### src/cfus_ram.sv
// cfus_ram: generic single-write, single-read RAM with registered read data
// no dependencies
`default_nettype none

module cfus_ram #(
  parameter int WIDTH = 8,
  parameter int DEPTH = 64
) (
  input  wire logic                     clk,
  input  wire logic                     we,
  input  wire logic [$clog2(DEPTH)-1:0] waddr,
  input  wire logic [WIDTH-1:0]         wdata,
  input  wire logic [$clog2(DEPTH)-1:0] raddr,
  output logic      [WIDTH-1:0]         rdata
);

  logic [WIDTH-1:0] mem [DEPTH];

  always_ff @(posedge clk) begin
    if (we) begin
      mem[waddr] <= wdata;
    end
    rdata <= mem[raddr];
  end

endmodule

`default_nettype wire

### config.mk
export PLATFORM = sky130hd
export DESIGN_NAME = cfus_ram
export DESIGN_NICKNAME = d
export VERILOG_FILES = /design/src/cfus_ram.sv
export SDC_FILE = /design/constraint.sdc
export NUM_CORES = 1
export LEC_CHECK = 0
export BUFFER_PORTS_ARGS = -buffer_cell sky130_fd_sc_hd__buf_2
export CELL_PAD_IN_SITES_DETAIL_PLACEMENT = 0
export CELL_PAD_IN_SITES_GLOBAL_PLACEMENT = 1
export CORE_MARGIN = 4
export CORE_UTILIZATION = 55
export DETAILED_ROUTE_END_ITERATION = 8
export GPL_TIMING_DRIVEN = 0
export PLACE_DENSITY_LB_ADDON = 0.1
export SKIP_CTS_REPAIR_TIMING = 1
export SLEW_MARGIN = 10
export SYNTH_ARGS = -nofsm -noshare
export SYNTH_HDL_FRONTEND = slang
export SYNTH_SLANG_ARGS = --single-unit
### constraint.sdc
create_clock -name clk -period 6.9 [get_ports clk]
set_input_delay 1.725 -clock clk [delete_from_list [all_inputs] [get_ports clk]]
set_output_delay 1.725 -clock clk [all_outputs]
set_load 0.02 [all_outputs]
==> flow_metrics.env <==
export IMPL_multiInputGateArea_um2=4320
export IMPL_cts_sinks=520
export IMPL_holdPathEnd="rdata[7]"
export IMPL_antenna_left=0
export IMPL_pwr_share_comb=0.054
export IMPL_num_rows=69
export IMPL_grt_use_met1=0.376
export IMPL_reg2reg_from="mem[3][3]"
export IMPL_drcViolationCount=0
export IMPL_drt_pass1_iter_count=5
export IMPL_clockPowerShare=0.415
export IMPL_drive_gt1_frac=0.248
export IMPL_start_kind="input pin"
export IMPL_crit_fanout=10
export IMPL_globalplace_congestion=0.853
export IMPL_reg2reg_depth=4
export IMPL_synth_commonest_cells="edfxtp_1, mux4_2, nor2_1, mux2i_1, nand2_1"
export IMPL_cts_tree="yes"
export IMPL_p_int_mw=5.24
export IMPL_grt_use_met3=0.0593
export IMPL_area_growth_synth_to_final_pct=11.7
export IMPL_required_ps=7280
export IMPL_p_sw_mw=1.36
export IMPL_num_nets_final=1037
export IMPL_clock_latency_ps=580
export IMPL_die_area_um2=39800
export IMPL_synth_edf_count=512
export IMPL_drt_total_wl_um=47700
export IMPL_hold_path_class="reg2reg"
export IMPL_syn_area_per_cell_um2=21.5
export IMPL_grt_first_pass_wirelength_um=68900
export IMPL_clk_pin_slew_ps=60
export IMPL_via_per_inst=6.42
export IMPL_pwr_share_seq=0.531
export IMPL_worstPathArrival_ps=4610
export IMPL_async_flop_share=0
export IMPL_min_from="mem[3][7]"
export IMPL_clock_skew_final_ps=11.8
export IMPL_diodes=0
export IMPL_regArea_um2=15500
export IMPL_synth_top_area_frac=0.762
export IMPL_path_delay_family="buffers and inverters"
export IMPL_swShare=0.207
export IMPL_pwr_density_cell_nw_per_um2=293
export IMPL_syn_nets=962
export IMPL_ff2ff_setup_slack_ps=4600
export IMPL_drv_slew=0
export IMPL_cp_num_buf_inv=4
export IMPL_period_share=0.613
export IMPL_yosysWarningCount=0
export IMPL_start_util=0.563
export IMPL_top_usage_layer="met1"
export IMPL_grt_util_met2=0.367
export IMPL_ys_seq_area_frac=0.770
export IMPL_fin_crit_ps=4230
export IMPL_drtIter0Drc=1009
export IMPL_synth_top_area_cell="edfxtp_1"
export IMPL_fmaxAchievable_ghz=0.236
export IMPL_portBuffers=21
export IMPL_cts_buffers=51
export IMPL_final_area_um2=22500
export IMPL_grt_pass1_vias=9760
export IMPL_cpMostUsedCell="buf_2"
export IMPL_wl_per_cell_um=31.4
export IMPL_synth_seq_cells=520
export IMPL_finalSetupViolations=0
export IMPL_ys_top_cells_by_area="edfxtp_1, mux4_2, nor2_1"
export IMPL_hold_depth=4
export IMPL_finalHoldViolCount=0
export IMPL_setup_tns_ps=0
export IMPL_core_region_area_um2=35800
export IMPL_pin_count=30
export IMPL_synth_cell_type_count=40
export IMPL_syn_cell_area_um2=20200
export IMPL_cts_path_max_buffers=3
export IMPL_via_count=9726
export IMPL_peakVddDrop_mv=0.287
export IMPL_cap_violations=0
export IMPL_slew_headroom=0.196
export IMPL_die_x_um=199
export IMPL_p_leak_nw=7.02
export IMPL_rsz0062_at_grt="false"
export IMPL_worst_pin_slew_ps=1210
export IMPL_critPathKind="in2reg"
export IMPL_rr_endpoint="rdata[3]"
export IMPL_antenna_found_initial=1
export IMPL_slowest_delay_ps=740
export IMPL_dpl_cell_area_um2=20800
export IMPL_die_h_um=199
export IMPL_h_tree_depth=2
export IMPL_nFillCells=2434
export IMPL_hpwl_um=29900
export IMPL_crit_chain="buf_2 -> buf_4 -> clkbuf_1 -> buf_2 -> o221ai_1 -> o21a_1 -> o41ai_1"
export IMPL_synthCells=940
export IMPL_end_kind="register"
export IMPL_status="completed"
export IMPL_grt_max_degree=65
export IMPL_overflow=0
export IMPL_synth_most_common_cell="edfxtp_1"
export IMPL_synthFlopType="edfxtp_1"
export IMPL_crit_slowest_cell="clkbuf_1"
export IMPL_cts_root_buf="clkbuf_16"
export IMPL_grt_usage=0.247
[per-layer routing]
| metal | part of all wire | routed length, um |
|---|---|---|
| met4 | 0.027 | 1310 |
| met2 | 0.46 | 21800 |
| met5 | 0 | 0 |
| met3 | 0.095 | 4550 |
| met1 | 0.42 | 20000 |
[how the worst max path moves through the flow]
stage,to,slack (ps),from,depth (start not counted)
after floorplan,rdata[3],3510,raddr[1],7
after global placement,rdata[3],2290,raddr[2],7
after detailed placement,rdata[3],2280,raddr[2],7
after CTS,rdata[3],2860,raddr[2],7
after global routing,rdata[3],2660,raddr[2],7
final,rdata[3],2670,raddr[2],7
[power by group through the flow]
stage | Combinational [mW] | Sequential, mW | Clock [mW]
finish | 0.356 | 3.50 | 2.74
global route | 0.377 | 3.50 | 2.92
CTS | 0.355 | 3.50 | 2.78
detailed placement | 0.354 | 3.57 | 0
global placement | 0.349 | 3.57 | 0
floorplan | 0.186 | 3.58 | 0
[metrics by stage]
| stage | util | hold WS (ps) | setup slack (ps) | std cells | power, mW |
|---|---|---|---|---|---|
| global route | 0.629 | 965 | 2660 | 1516 | 6.80 |
| CTS | 0.628 | 946 | 2860 | 1515 | 6.64 |
| global placement | 0.582 | 920 | 2290 | 1422 | 3.92 |
| detailed placement | 0.582 | 919 | 2280 | 1422 | 3.93 |
| finish | 0.629 | 942 | 2670 | 1516 | 6.60 |
| floorplan | - | 718 | 3510 | 940 | 3.76 |
[worst min-delay path, cell delays in order (launching register included)]
cell	delay (ps)
edfxtp_1	320
mux4_2	220
mux2_2	170
o311ai_1	80
nand2_1	110
[flip-flops by register name, indices dropped and copies added (netlist names)]
| register | count |
|---|---|
| rdata | 8 |
| mem | 512 |
[area by class of cell]
type	instances	area share
Tap cell	461	0.0256
Multi-Input combinational cell	369	0.192
Sequential cell	520	0.689
Clock inverter	22	0.0104
Clock buffer	71	0.0628
Buffer	51	0.0140
Timing Repair Buffer	22	0.00600
[cell usage in the layout (no fill, tap or decap), types with 4 or more instances in the layout]
master / synthesis / layout
bufinv_16: 0 / 5
a211oi_1: 4 / 4
edfxtp_1: 512 / 512
nor2b_1: 14 / 14
mux2i_1: 23 / 23
buf_6: 4 / 4
nor2_1: 83 / 83
buf_2: 11 / 28
o22ai_1: 8 / 8
clkinv_1: 0 / 9
clkbuf_16: 0 / 53
nand2_1: 19 / 19
mux4_2: 126 / 126
o221ai_1: 8 / 8
nand3_1: 13 / 13
nand2b_1: 7 / 7
buf_1: 4 / 4
dfxtp_1: 8 / 8
a221oi_1: 6 / 6
clkinv_2: 0 / 5
mux2_2: 13 / 13
nor3_1: 7 / 6
buf_4: 13 / 17
clkbuf_1: 17 / 33
[kinds of logic after synthesis]
kind of cell / Yosys count / synth area share
AND/OR/NAND/NOR: 153 / 0.0339
multiplexers: 162 / 0.159
flip-flops: 520 / 0.770
buffers and inverters: 51 / 0.0157
AO/OA/AOI/OAI: 54 / 0.0207
(Power assumes the default switching activity.)
