[src/cfus_pkg.sv]
// cfus_pkg: shared types, codes and defaults for the control-flow unwind stack
// no dependencies; imported by the interfaces, the top level and the sequencer
`default_nettype none

package cfus_pkg;

  localparam int DEF_STACK_DEPTH = 64;
  localparam int DEF_HANDLE_BITS = 32;

  localparam int CODE_W   = 3;
  localparam int FIELD_HW = 32;
  localparam int DEPTH_W  = 7;

  typedef enum logic [CODE_W-1:0] {
    REQ_PUSH        = 3'd0,
    REQ_UNWIND_CALL = 3'd1,
    REQ_FIND_LOOP   = 3'd2,
    REQ_UNWIND_LOOP = 3'd3,
    REQ_PEEK        = 3'd4,
    REQ_POP         = 3'd5
  } req_kind_t;

  typedef enum logic [CODE_W-1:0] {
    NK_IF       = 3'd0,
    NK_WHILE    = 3'd1,
    NK_DO_WHILE = 3'd2,
    NK_FOR      = 3'd3,
    NK_CALL     = 3'd4,
    NK_BLOCK    = 3'd5
  } node_kind_t;

  typedef enum logic [CODE_W-1:0] {
    ENT_IF       = 3'd0,
    ENT_IF_ELSE  = 3'd1,
    ENT_WHILE    = 3'd2,
    ENT_DO_WHILE = 3'd3,
    ENT_FOR      = 3'd4,
    ENT_CALL     = 3'd5,
    ENT_BLOCK    = 3'd6
  } flow_kind_t;

  typedef enum logic [CODE_W-1:0] {
    ST_OK       = 3'd0,
    ST_BAD_NODE = 3'd1,
    ST_NO_CALL  = 3'd2,
    ST_NO_LOOP  = 3'd3,
    ST_EMPTY    = 3'd4,
    ST_OVERFLOW = 3'd5
  } status_t;

  typedef enum logic [1:0] {
    S_IDLE,
    S_SCAN,
    S_DONE
  } ctrl_state_t;

  typedef struct packed {
    logic [CODE_W-1:0]   status;
    logic [CODE_W-1:0]   flow_kind;
    logic [FIELD_HW-1:0] found_node;
    logic [FIELD_HW-1:0] found_next;
    logic [DEPTH_W-1:0]  depth;
  } rsp_t;

  // entry kind for a push; only meaningful when node_kind is a legal code
  function automatic logic [CODE_W-1:0] classify(input logic [CODE_W-1:0] nk,
                                                 input logic has_else);
    logic [CODE_W-1:0] fk;
    case (nk)
      NK_IF:       fk = has_else ? ENT_IF_ELSE : ENT_IF;
      NK_WHILE:    fk = ENT_WHILE;
      NK_DO_WHILE: fk = ENT_DO_WHILE;
      NK_FOR:      fk = ENT_FOR;
      NK_CALL:     fk = ENT_CALL;
      default:     fk = ENT_BLOCK;
    endcase
    return fk;
  endfunction

endpackage

`default_nettype wire

[src/cfus_ifs.sv]
// cfus_ifs: request and response channel interfaces (valid/ready beats)
// depends on cfus_pkg for the field widths
`default_nettype none

interface cfus_req_if;
  import cfus_pkg::*;
  logic                valid;
  logic                ready;
  logic [CODE_W-1:0]   kind;
  logic [CODE_W-1:0]   node_kind;
  logic                has_else;
  logic [FIELD_HW-1:0] node_handle;
  logic [FIELD_HW-1:0] next_handle;

  modport source (output valid, kind, node_kind, has_else, node_handle, next_handle,
                  input ready);
  modport sink   (input valid, kind, node_kind, has_else, node_handle, next_handle,
                  output ready);
endinterface


`default_nettype wire

[src/cfus_ctrl.sv]
// cfus_ctrl: request sequencer with the shared scan/compare unit
// depends on cfus_pkg and cfus_req_if; drives the entry RAM and the result
`default_nettype none

module cfus_ctrl #(
  parameter int STACK_DEPTH = cfus_pkg::DEF_STACK_DEPTH,
  parameter int HANDLE_BITS = cfus_pkg::DEF_HANDLE_BITS
) (
  input  wire logic                             clk,
  input  wire logic                             rst,
  cfus_req_if.sink                              req,
  input  wire logic                             out_free,
  output logic                                  done,
  output cfus_pkg::rsp_t                        res,
  output logic                                  ram_we,
  output logic [$clog2(STACK_DEPTH)-1:0]        ram_waddr,
  output logic [cfus_pkg::CODE_W+2*HANDLE_BITS-1:0] ram_wdata,
  output logic [$clog2(STACK_DEPTH)-1:0]        ram_raddr,
  input  wire logic [cfus_pkg::CODE_W+2*HANDLE_BITS-1:0] ram_rdata
);
  import cfus_pkg::*;

  localparam int AW = $clog2(STACK_DEPTH);
  localparam int CW = $clog2(STACK_DEPTH + 1);
  localparam int HB = HANDLE_BITS;

  ctrl_state_t       state, state_next;
  logic [CW-1:0]     count, count_next;
  logic [AW-1:0]     ptr, ptr_next;
  logic [CODE_W-1:0] op, op_next;
  rsp_t              res_next;

  logic              accept;
  logic [CW-1:0]     count_m1;
  logic              start_scan;

  // fields of the entry read back from the RAM
  logic [CODE_W-1:0] e_kind;
  logic [HB-1:0]     e_node;
  logic [HB-1:0]     e_next;
  logic              scan_match;
  logic              scan_fail;

  // pushed handles, kept at HB bits
  logic [HB-1:0]     in_node;
  logic [HB-1:0]     in_next;
  logic [HB+FIELD_HW-1:0] in_node_w, in_next_w;

  logic [FIELD_HW+HB-1:0] out_node_w, out_next_w, push_node_w, push_next_w;
  logic [CW+DEPTH_W-1:0]  depth_w;
  logic [AW+CW-1:0]       ptr_w;
  logic [CODE_W-1:0]      push_fk;

  assign accept   = req.valid && req.ready;
  assign count_m1 = count - 1'b1;

  assign in_node_w = {{HB{1'b0}}, req.node_handle};
  assign in_next_w = {{HB{1'b0}}, req.next_handle};
  assign in_node   = in_node_w[HB-1:0];
  assign in_next   = in_next_w[HB-1:0];
  assign push_fk   = classify(req.node_kind, req.has_else);

  assign e_kind = ram_rdata[CODE_W+2*HB-1 -: CODE_W];
  assign e_node = ram_rdata[2*HB-1 -: HB];
  assign e_next = ram_rdata[HB-1:0];

  assign out_node_w  = {{FIELD_HW{1'b0}}, e_node};
  assign out_next_w  = {{FIELD_HW{1'b0}}, e_next};
  assign push_node_w = {{FIELD_HW{1'b0}}, in_node};
  assign push_next_w = {{FIELD_HW{1'b0}}, in_next};
  assign depth_w     = {{DEPTH_W{1'b0}}, count_next};
  assign ptr_w       = {{CW{1'b0}}, ptr};

  assign start_scan = (req.kind != REQ_PUSH) && (req.kind <= REQ_POP) && (count != '0);

  // shared compare unit: classifies the entry at ptr for the current request
  always_comb begin
    scan_match = 1'b0;
    scan_fail  = 1'b0;
    case (op)
      REQ_UNWIND_CALL: begin
        scan_match = (e_kind == ENT_CALL);
        scan_fail  = !scan_match && (ptr == '0);
      end
      REQ_FIND_LOOP, REQ_UNWIND_LOOP: begin
        scan_match = (e_kind == ENT_WHILE) || (e_kind == ENT_DO_WHILE) ||
                     (e_kind == ENT_FOR);
        // anything that is neither a loop nor passable, or the bottom entry, stops the search
        scan_fail  = !scan_match &&
                     (((e_kind != ENT_IF) && (e_kind != ENT_IF_ELSE) &&
                       (e_kind != ENT_BLOCK)) || (ptr == '0));
      end
      default: begin
        scan_match = 1'b1;
      end
    endcase
  end

  // next state
  always_comb begin
    state_next = state;
    unique case (state)
      S_IDLE: begin
        if (accept) begin
          state_next = start_scan ? S_SCAN : S_DONE;
        end
      end
      S_SCAN: begin
        if (scan_match || scan_fail) begin
          state_next = S_DONE;
        end
      end
      S_DONE: begin
        if (out_free) begin
          state_next = S_IDLE;
        end
      end
      default: state_next = S_IDLE;
    endcase
  end

  // outputs and datapath
  always_comb begin
    req.ready  = 1'b0;
    done       = 1'b0;
    ram_we     = 1'b0;
    ram_waddr  = count[AW-1:0];
    ram_wdata  = {push_fk, in_node, in_next};
    ram_raddr  = ptr;
    count_next = count;
    ptr_next   = ptr;
    op_next    = op;
    res_next   = res;

    unique case (state)
      S_IDLE: begin
        req.ready = 1'b1;
        ram_raddr = count_m1[AW-1:0];
        if (accept) begin
          op_next  = req.kind;
          ptr_next = count_m1[AW-1:0];
          res_next = '0;
          if (req.kind == REQ_PUSH) begin
            if (req.node_kind > NK_BLOCK) begin
              res_next.status = ST_BAD_NODE;
            end else if (count == CW'(STACK_DEPTH)) begin
              res_next.status = ST_OVERFLOW;
            end else begin
              ram_we              = 1'b1;
              count_next          = count + 1'b1;
              res_next.flow_kind  = push_fk;
              res_next.found_node = push_node_w[FIELD_HW-1:0];
              res_next.found_next = push_next_w[FIELD_HW-1:0];
            end
          end else if (req.kind <= REQ_POP && count == '0) begin
            res_next.status = ST_EMPTY;
          end
          res_next.depth = depth_w[DEPTH_W-1:0];
        end
      end
      S_SCAN: begin
        // read one entry below while this one is checked
        ram_raddr = ptr - 1'b1;
        ptr_next  = ptr - 1'b1;
        res_next  = '0;
        if (scan_match) begin
          if (op == REQ_UNWIND_CALL || op == REQ_UNWIND_LOOP || op == REQ_POP) begin
            count_next = ptr_w[CW-1:0];
          end
          res_next.status     = ST_OK;
          res_next.flow_kind  = e_kind;
          res_next.found_node = out_node_w[FIELD_HW-1:0];
          res_next.found_next = out_next_w[FIELD_HW-1:0];
        end else if (scan_fail) begin
          res_next.status = (op == REQ_UNWIND_CALL) ? ST_NO_CALL : ST_NO_LOOP;
        end
        res_next.depth = depth_w[DEPTH_W-1:0];
      end
      S_DONE: begin
        done = out_free;
      end
      default: ;
    endcase
  end

  always_ff @(posedge clk) begin
    if (rst) begin
      state <= S_IDLE;
      count <= '0;
    end else begin
      state <= state_next;
      count <= count_next;
    end
  end

  always_ff @(posedge clk) begin
    ptr <= ptr_next;
    op  <= op_next;
    res <= res_next;
  end

endmodule

`default_nettype wire

[src/flat_wrapper.sv]
// flat-port wrapper written by rule: the top's interface ports become plain ports
module cfus_ctrl_flat import cfus_pkg::*;
#(
  parameter int STACK_DEPTH = cfus_pkg::DEF_STACK_DEPTH,
  parameter int HANDLE_BITS = cfus_pkg::DEF_HANDLE_BITS
)
  (clk, rst, out_free, done, res, ram_we, ram_waddr, ram_wdata, ram_raddr, ram_rdata, req_valid, req_kind, req_node_kind, req_has_else, req_node_handle, req_next_handle, req_ready);
  cfus_req_if req_i ();
  input  wire logic clk;
  input  wire logic rst;
  input  wire logic out_free;
  output logic done;
  output cfus_pkg::rsp_t res;
  output logic ram_we;
  output logic [$clog2(STACK_DEPTH)-1:0] ram_waddr;
  output logic [cfus_pkg::CODE_W+2*HANDLE_BITS-1:0] ram_wdata;
  output logic [$clog2(STACK_DEPTH)-1:0] ram_raddr;
  input  wire logic [cfus_pkg::CODE_W+2*HANDLE_BITS-1:0] ram_rdata;
  input wire logic [$bits(req_i.valid)-1:0] req_valid;
  input wire logic [$bits(req_i.kind)-1:0] req_kind;
  input wire logic [$bits(req_i.node_kind)-1:0] req_node_kind;
  input wire logic [$bits(req_i.has_else)-1:0] req_has_else;
  input wire logic [$bits(req_i.node_handle)-1:0] req_node_handle;
  input wire logic [$bits(req_i.next_handle)-1:0] req_next_handle;
  output wire logic [$bits(req_i.ready)-1:0] req_ready;
  assign req_i.valid = req_valid;
  assign req_i.kind = req_kind;
  assign req_i.node_kind = req_node_kind;
  assign req_i.has_else = req_has_else;
  assign req_i.node_handle = req_node_handle;
  assign req_i.next_handle = req_next_handle;
  assign req_ready = req_i.ready;
  cfus_ctrl #(.STACK_DEPTH(STACK_DEPTH), .HANDLE_BITS(HANDLE_BITS)) u_core (.clk(clk), .rst(rst), .req(req_i), .out_free(out_free), .done(done), .res(res), .ram_we(ram_we), .ram_waddr(ram_waddr), .ram_wdata(ram_wdata), .ram_raddr(ram_raddr), .ram_rdata(ram_rdata));
endmodule
[config.mk]
export PLATFORM = sky130hd
export DESIGN_NAME = cfus_ctrl_flat
export DESIGN_NICKNAME = d
export VERILOG_FILES = /design/src/cfus_pkg.sv /design/src/cfus_ifs.sv /design/src/cfus_ctrl.sv /design/src/flat_wrapper.sv
export SDC_FILE = /design/constraint.sdc
export NUM_CORES = 1
export LEC_CHECK = 0
export BUFFER_PORTS_ARGS = -buffer_cell sky130_fd_sc_hd__buf_2
export CAP_MARGIN = 30
export CELL_PAD_IN_SITES_DETAIL_PLACEMENT = 1
export CELL_PAD_IN_SITES_GLOBAL_PLACEMENT = 1
export CORE_MARGIN = 5
export CORE_UTILIZATION = 36
export CTS_BUF_LIST = sky130_fd_sc_hd__clkbuf_4
export DETAILED_ROUTE_END_ITERATION = 7
export PLACE_DENSITY_LB_ADDON = 0.1
export SLEW_MARGIN = 20
export SYNTH_ARGS = -nofsm -noshare
export SYNTH_HDL_FRONTEND = slang
export SYNTH_SLANG_ARGS = --single-unit
[constraint.sdc]
create_clock -name clk -period 8 [get_ports clk]
set_input_delay 0.4 -clock clk [delete_from_list [all_inputs] [get_ports clk]]
set_output_delay 0.4 -clock clk [all_outputs]
set_load 0.01 [all_outputs]
==> results of run 1 <==
-- per-stage QoR --
| stage | power (mW) | util, % | instances | setup slack, ns | hold WS (ns) |
|---|---|---|---|---|---|
| floorplan | 0.714 | - | 419 | 4.74 | 0.499 |
| global placement | 0.806 | 44.7 | 810 | 5.24 | 0.598 |
| detailed placement | 0.810 | 44.7 | 810 | 5.06 | 0.633 |
| CTS | 1.10 | 45.9 | 826 | 5.03 | 0.143 |
| global route | 1.14 | 45.9 | 826 | 4.78 | 0.144 |
| finish | 1.09 | 45.9 | 826 | 4.98 | 0.193 |
-- cells in the mapped netlist (all sizes together), types with 2 or more instances --
master	number
nor3	7
a211o	3
a221o	3
nand2b	3
o21ai	9
nand3	7
a22o	67
o31ai	2
mux2	3
a31oi	6
xor2	2
edfxtp	86
nand4	4
inv	12
clkbuf	9
dfxtp	9
a21oi	8
xnor2	3
buf	83
nor2b	5
a31o	2
and3	4
nand2	24
nand3b	2
mux2i	6
a22oi	2
ha	3
nor2	22
a32oi	2
nor3b	2
-- flip-flops by register name, summed over array words and instances, names as in the netlist --
signal	flops
u_core.state	2
u_core.res	77
u_core.ptr	6
u_core.op	3
u_core.count	7
-- cells by family (layout without fill, tap and decap cells) --
family / count (synthesis) / in the layout / share of synthesized area, %
AOI/OAI and AO/OA: 114 / 114 / 18.7
buffers and inverters: 104 / 331 / 13.5
DFF: 95 / 95 / 55.1
and+or+nand+nor: 89 / 89 / 9.18
muxes: 9 / 9 / 1.87
xor gates and xnor gates: 5 / 5 / 0.873
adders and majority gates: 3 / 3 / 0.749
-- worst register-to-register path, delay by kind of cell, from the launching register on --
kind / cells / cell delay, ns
buffers and inverters: 1 / 0.50
and+or+nand+nor: 2 / 1.29
AOI/OAI and AO/OA: 1 / 0.23
DFF: 1 / 0.87
-- power breakdown --
group          total (mW)  switching [mW]  leakage [nW]  internal, mW
Sequential          0.595          0.0138         0.916         0.581
Clock               0.293           0.168        0.0852         0.125
Combinational       0.200           0.119          1.92        0.0804
Total                1.09           0.301          2.92         0.787
-- metal layers --
layer,vias to the layer above,GRT usage (%)
met2,180,35.2
li1,1967,-
met4,0,7.12
met1,2090,23.0
met3,21,4.83
met5,-,0
-- worst max-delay path by stage --
stage	startpoint	endpoint	slack [ns]
floorplan	u_core.state[1]	u_core.state[1]	4.74
global placement	u_core.state[0]	u_core.res[14]	5.24
detailed placement	u_core.state[0]	u_core.res[25]	5.06
CTS	u_core.state[0]	u_core.res[43]	5.03
global route	u_core.state[0]	u_core.res[36]	4.78
finish	u_core.state[0]	u_core.res[25]	4.98
-- cell type report --
cell class,instances,area [sq um]
sequential,95,2760
multi-input combinational,220,1610
timing repair buffer,303,1520
clock inverter,7,86.3
inverter,12,45.0
clock buffer,9,67.6
tap,180,225
fill,1617,7460
==> results.rst, run 1 <==
.. list-table::
   :header-rows: 1

   * - Metric
     - Value
   * - Cell count of the worst hold path
     - 1
   * - Routed length on met3
     - roughly 1200 um
   * - Placed wire-length estimate after detailed placement
     - between 10000 and 15000 um
   * - Vertical die dimension
     - 128 um
   * - Post-CTS Setup Inserts
     - 0
   * - CTS-repair resized insts
     - 0
   * - IO Port Bufs
     - 300
   * - Mapped Nets
     - between 500 and 600
   * - Final hold violations
     - 0
   * - Highest metal used
     - met4
   * - Sum of buffers and inverters on the critical path
     - 1
   * - Die X
     - roughly 130 um
   * - Share of synthesized registers carrying an async set or reset
     - 0%
   * - Most used cells in the layout excluding fill and tap cells
     - sky130_fd_sc_hd__buf_2 (300), sky130_fd_sc_hd__edfxtp_1 (86), sky130_fd_sc_hd__a22o_1 (66)
   * - # setup viols final
     - 0
   * - Arrival time reported for the critical path endpoint
     - between 3 and 4 ns
   * - Netlist area before placement
     - about 5000 sq um
   * - Last weighted congestion value of the routability-driven placer
     - around 0.83
   * - Maximum number of pins on one net before global-route repair
     - between 80 and 90
   * - Maximum level of the CTS H-tree
     - 3
   * - Post-route cell area
     - roughly 6300 sq um
   * - Antenna Cells
     - 0
   * - Total number of yosys warnings
     - 0
   * - Clock Skews
     - between 0.015 and 0.02 ns
   * - CTS Root Cell
     - sky130_fd_sc_hd__clkbuf_4
   * - Most area-hungry cell type in the Yosys netlist
     - sky130_fd_sc_hd__edfxtp_1
   * - Ratio of cells with drive above 1 in the final layout
     - between 50 and 60%
   * - Area of the core
     - around 14000 sq um
   * - Endpoint type of the worst setup path
     - flop
   * - Standard-cell row count
     - 43
   * - Setup repair after global routing missed its margin
     - no
   * - Antenna Nets Post-Route
     - 0
   * - Avg Vias per Cell
     - 5.15
   * - Residual DRC
     - 0
   * - Placement Cell Area
     - approximately 6200 sq um
   * - Type of the worst setup path
     - flop to flop
   * - Required time reported for the critical path endpoint
     - 8.33 ns
   * - Num Clock Sinks
     - 95
   * - Area overhead of the layout relative to synthesis
     - 26.0%
   * - Number of clock buffers inserted by TritonCTS
     - 9
   * - Pre-Repair DR Iteration Count
     - 4
   * - Startpoint types
     - flop
   * - Vias after detailed routing
     - 4258
   * - # IOs
     - roughly 300
   * - Remaining max-slew budget at the tightest pin
     - around 45%
   * - Result of the run
     - finished clean
   * - Reg2reg end
     - u_core.res[25]
   * - Wire length of the first global-routing pass
     - between 20000 and 25000 um
   * - Setup TNS after final layout
     - 0 ns
   * - Leakage
     - ~2.9 nW
   * - Yosys top cell area share
     - approximately half
   * - Power Density
     - approximately 170 nW/um^2
   * - Most used DFF post-synth
     - sky130_fd_sc_hd__edfxtp_1
   * - Number of synthesized flops with an enable pin
     - 86
   * - Critical-path maximum fanout
     - 34
   * - Hold worst-path end
     - u_core.op[0]
   * - Worst supply voltage drop on vdd
     - roughly 66 uV
   * - Worst path max stage delay
     - 0.87 ns
   * - Number of global-route vias before repair
     - 4260
   * - Routed wire length per instance
     - between 20 and 25 um
   * - Worst-skew pair later-pin latency
     - roughly 0.46 ns
   * - Number of buffers between clock root and the deepest sink
     - 2
   * - Leading cell type in the layout, fill and taps excluded
     - sky130_fd_sc_hd__buf_2
   * - Fraction of the yosys area taken by sequential cells
     - 55.1%
   * - Hold Crit Class
     - primary input to flop
   * - Tot GR Track Use
     - between 10% and 20%
   * - Minimum setup slack among reg-to-reg paths
     - around 5.0 ns
   * - Tcrit/Tclk final
     - a little under two fifths
   * - Total of flip-flops plus latches after synthesis
     - 95
   * - Slowest library cell on the worst path
     - sky130_fd_sc_hd__dfxtp_1
   * - Kind of cell adding the most delay to the critical path
     - simple AND/OR/NAND/NOR gates
   * - Synth top area cells
     - sky130_fd_sc_hd__edfxtp_1 (51%), sky130_fd_sc_hd__a22o_1 (12%), sky130_fd_sc_hd__buf_4 (11%)
   * - Total detailed-routing wirelength
     - around 17000 um
   * - Met2 wire len
     - 8940 um
   * - Leftover overflow at the end of global routing
     - 0
   * - Final layout net count
     - 786
   * - Count of hold buffers inserted by post-cts repair
     - 0
   * - Worst Hold Launch
     - req_kind[0]
   * - Logic depth of the worst setup path including buffers
     - 4
   * - Starting density of the core
     - about 36%
   * - Origin of the critical flop-to-flop path
     - u_core.state[0]
   * - Max-cap violation count
     - 0
   * - Time the final worst path needs with I/O delays and setup
     - 3.02 ns
   * - Actual transition at the worst max-transition pin
     - approximately 0.83 ns
   * - Mapped Avg Cell Area
     - ~12 sq um
   * - Full die area
     - ~16000 sq um
   * - Gate count of the mapped netlist
     - ~420
   * - Ordered cell list for the critical path
     - nand2_1 > nor2_4 > buf_4 > a22o_1
   * - Violation count after the first detailed-routing iteration
     - ~240
   * - R2R cell count
     - 4
   * - Achievable Freq
     - around 0.33 GHz
   * - Routed met1 length
     - 6580 um
   * - Count of distinct cell types in the synthesized netlist
     - 57
   * - Slew Viols, Final
     - 0
   * - CTS tree
     - done
   * - Initial antenna violation count
     - 0
   * - Clk slew on worst S/H paths
     - roughly 0.15 ns
Power figures use the tool's default switching activity.
==> inputs of run 2 (changes only) <==
CORE_UTILIZATION = 33   (was 36)
clock period = 2.8 ns   (was 8 ns; I/O delays follow)
==> run 2 against run 1 <==
- sequential cell count is the same
- global-route usage grew 2.0 points
- worst setup slack lost 4.9 ns
- first-iteration DRC count shrank 3.4%
- sequential share of layout area shrank 8.1 points
- largest power group unchanged
- register-to-register slack lost 4.8 ns
- via count grew 14%
- non-clock buffer count grew 145
- final cell count grew 19%
- hold slack lost 0.15 ns
==> results.rst, run 2 (synthesized netlist as in run 1, its figures left out) <==
.. list-table::
   :header-rows: 1

   * - Metric
     - Value
   * - Worst setup startpoint
     - ram_rdata[64]
   * - Worst path max stage delay
     - 0.58 ns (-0.29 ns)
   * - CTS tree
     - done
   * - Tot GR Track Use
     - 21.7% (+2.0 points)
   * - Initial antenna violation count
     - 0 (unchanged)
   * - Antenna Cells
     - 0 (unchanged)
   * - Tcrit/Tclk final
     - a little over nine tenths
   * - Placement Cell Area
     - 6260 sq um (+1.6%)
   * - Clock Skews
     - 0.0291 ns (+0.0136 ns)
   * - Top Registers
     - u_core.res (77), u_core.count (7), u_core.ptr (6)
   * - Actual transition at the worst max-transition pin
     - 0.542 ns (-0.284 ns)
   * - Slowest library cell on the worst path
     - sky130_fd_sc_hd__dlygate4sd3_1
   * - Max-cap violation count
     - 0 (unchanged)
   * - Achievable Freq
     - around 0.37 GHz
   * - Slew Viols, Final
     - 0 (unchanged)
   * - Remaining max-slew budget at the tightest pin
     - 63.8% (+19 points)
   * - Worst-skew pair later-pin latency
     - 0.47 ns (about the same)
   * - Maximum number of pins on one net before global-route repair
     - 62 (-27%)
   * - Full die area
     - 17800 sq um (+8.4%)
   * - Leading cell type in the layout, fill and taps excluded
     - sky130_fd_sc_hd__buf_2
   * - Worst supply voltage drop on vdd
     - 236 uV (+260%)
   * - Standard-cell row count
     - 45 (+4.7%)
   * - Starting density of the core
     - 33.4% (-3.1 points)
   * - Leftover overflow at the end of global routing
     - 0 (unchanged)
   * - Post-route cell area
     - 7760 sq um (+23%)
   * - Endpoint type of the worst setup path
     - flop
   * - Die X
     - 133 um (+4.1%)
   * - # setup viols final
     - 0 (unchanged)
   * - Residual DRC
     - 0 (unchanged)
   * - Hold Crit Class
     - primary input to flop
   * - Vertical die dimension
     - 133 um (+4.1%)
   * - Avg Vias per Cell
     - 4.96 (-3.7%)
   * - Worst setup endpoint
     - u_core.res[26]
   * - Ordered cell list for the critical path
     - dlygate4sd3_1 > buf_2 > or3b_1 > a32o_2 > nor2_4 > buf_12 > a22o_1 > dlygate4sd3_1
   * - Internal portion of total power
     - 2.29 mW (+190%)
   * - Most used cells in the layout excluding fill and tap cells
     - sky130_fd_sc_hd__buf_2 (300), sky130_fd_sc_hd__dlygate4sd3_1 (134), sky130_fd_sc_hd__edfxtp_1 (86)
   * - Sum of buffers and inverters on the critical path
     - 4 (+3)
   * - Leakage
     - 3.62 nW (+24%)
   * - Proportion of power drawn by the clock network
     - 23.8% (-3.1 points)
   * - Required time reported for the critical path endpoint
     - 3.14 ns (-5.19 ns)
   * - Switching portion of total power
     - 28.3% (+0.65 points)
   * - Pre-Repair DR Iteration Count
     - 6 (+2)
   * - Wire length of the first global-routing pass
     - 30200 um (+22%)
   * - Clk slew on worst S/H paths
     - 0.16 ns (about the same)
   * - Placed wire-length estimate after detailed placement
     - 14100 um (+5.4%)
   * - Reg power frac
     - 53.2% (-1.5 points)
   * - Type of the worst setup path
     - primary input to flop
   * - Violation count after the first detailed-routing iteration
     - 230 (-3.4%)
   * - Combinational Power Share
     - 23.1% (+4.7 points)
   * - Kind of cell adding the most delay to the critical path
     - buffers and inverters
   * - Total detailed-routing wirelength
     - 20200 um (+18%)
   * - Final worst hold slack
     - 0.0411 ns (-0.152 ns)
   * - Number of global-route vias before repair
     - 5264 (+24%)
   * - Setup repair after global routing missed its margin
     - no
   * - Routed wire length per instance
     - 20.7 um (-0.42%)
   * - Setup TNS after final layout
     - 0 ns (unchanged)
   * - R2R cell count
     - 7 (+3)
   * - Antenna Nets Post-Route
     - 0 (unchanged)
   * - Logic depth of the worst setup path including buffers
     - 8 (+4)
   * - Number of buffers between clock root and the deepest sink
     - 2 (unchanged)
   * - Power Density
     - 412 nW/um^2 (+140%)
   * - Flip-flop count of the largest register, all copies and words added
     - 77 (unchanged)
   * - Area overhead of the layout relative to synthesis
     - 54.7%
   * - Area of the core
     - 15000 sq um (+9.1%)
   * - Vias after detailed routing
     - 4860 (+14%)
   * - # IOs
     - 301 (unchanged)
   * - Ratio of cells with drive above 1 in the final layout
     - 43.9% (-7.8 points)
   * - Largest reg by FF count
     - u_core.res
   * - Arrival time reported for the critical path endpoint
     - 3.06 ns (-0.29 ns)
   * - Number of clock buffers inserted by TritonCTS
     - 9 (unchanged)
   * - Startpoint types
     - primary input
   * - Critical-path maximum fanout
     - 55 (+62%)
   * - Num Clock Sinks
     - 95 (unchanged)
   * - Dpl ws
     - 0.541 ns (-4.52 ns)
   * - Result of the run
     - finished clean
   * - Origin of the critical flop-to-flop path
     - u_core.count[2]
   * - Minimum setup slack among reg-to-reg paths
     - 0.20 ns (-4.78 ns)
   * - Reg2reg end
     - u_core.res[26]
   * - Final hold violations
     - 0 (unchanged)
   * - CTS Root Cell
     - sky130_fd_sc_hd__clkbuf_4
   * - IO Port Bufs
     - 300 (unchanged)
   * - Last weighted congestion value of the routability-driven placer
     - 0.805 (-3.2%)
   * - Final layout net count
     - 931 (+18%)
   * - Smallest setup slack after layout
     - 0.0823 ns (-4.90 ns)
   * - Time the final worst path needs with I/O delays and setup
     - about 2.7 ns
   * - Maximum level of the CTS H-tree
     - 3 (unchanged)
   * - Worst path most repeated cell
     - sky130_fd_sc_hd__dlygate4sd3_1
   * - P_sw
     - 0.905 mW (+200%)
==> run 2: changes by cell type in the layout (fill, tap and decap cells not counted), moves of 2 or more <==
cell | before | now
sky130_fd_sc_hd__buf_12 | 0 | 2
sky130_fd_sc_hd__buf_4 | 3 | 12
sky130_fd_sc_hd__clkinv_2 | 2 | 0
sky130_fd_sc_hd__clkinvlp_4 | 0 | 2
sky130_fd_sc_hd__dlygate4sd3_1 | 0 | 134
==> run 2: final cells by class <==
| cell class | instances | area (sq um) |
|---|---|---|
| fillers | 1688 | 7280 |
| repair buffers | 448 | 2970 |
| clock inverters | 6 | 61.3 |
| multi-input cells | 220 | 1600 |
| clock buffers | 10 | 75.1 |
| inverters | 12 | 45.0 |
| well taps | 188 | 235 |
| flip-flops and latches | 95 | 2760 |
==> run 2: how the worst min path moves through the flow <==
stage | startpoint | end | cells after the start
2_1_floorplan | req_kind[0] | u_core.op[0] | 0
3_3_place_gp | req_kind[0] | u_core.op[0] | 1
3_5_place_dp | req_kind[0] | u_core.op[0] | 1
4_1_cts | rst | u_core.count[5] | 2
5_1_grt | rst | u_core.count[1] | 2
6_report | rst | u_core.state[0] | 2
==> run 2: worst register-to-register path: stages, from the launching register on <==
cell and delay (ns):
sky130_fd_sc_hd__dfxtp_1 0.49, sky130_fd_sc_hd__nor3_2 0.34, sky130_fd_sc_hd__nand4b_1 0.22, sky130_fd_sc_hd__nand2_1 0.20
sky130_fd_sc_hd__nor2_4 0.08, sky130_fd_sc_hd__buf_4 0.24, sky130_fd_sc_hd__a22o_1 0.24, sky130_fd_sc_hd__dlygate4sd3_1 0.58
==> run 2: routing by layer <==
layer,GRT usage [%],up-vias,share of wire (%)
met5,0,-,0
met4,7.14,0,2.4
met3,4.91,34,6.2
met2,39.6,210,51
met1,25.2,2360,40
li1,-,2256,-
==> run 2: repair_timing <==
action	4_1_cts	5_1_grt
setup buffers	0	1
hold buffers	134	0
setup endpoints to repair	0	31
hold endpoints to repair	70	0
resized for setup	0	2
==> run 2: metrics by stage <==
| stage | util, % | power, mW | instances |
|---|---|---|---|
| finish | 51.6 | 3.19 | 979 |
| global route | 51.6 | 3.35 | 979 |
| CTS | 51.5 | 3.22 | 978 |
| detailed placement | 41.7 | 2.33 | 828 |
| global placement | 41.7 | 2.32 | 828 |
| floorplan | - | 2.03 | 419 |
==> run 2: power groups by stage <==
stage	Sequential, mW	Clock (mW)	Combinational (mW)
finish	1.70	0.759	0.736
detailed placement	1.73	0	0.600
global placement	1.73	0	0.594
floorplan	1.77	0	0.261
CTS	1.70	0.789	0.733
global route	1.71	0.850	0.792
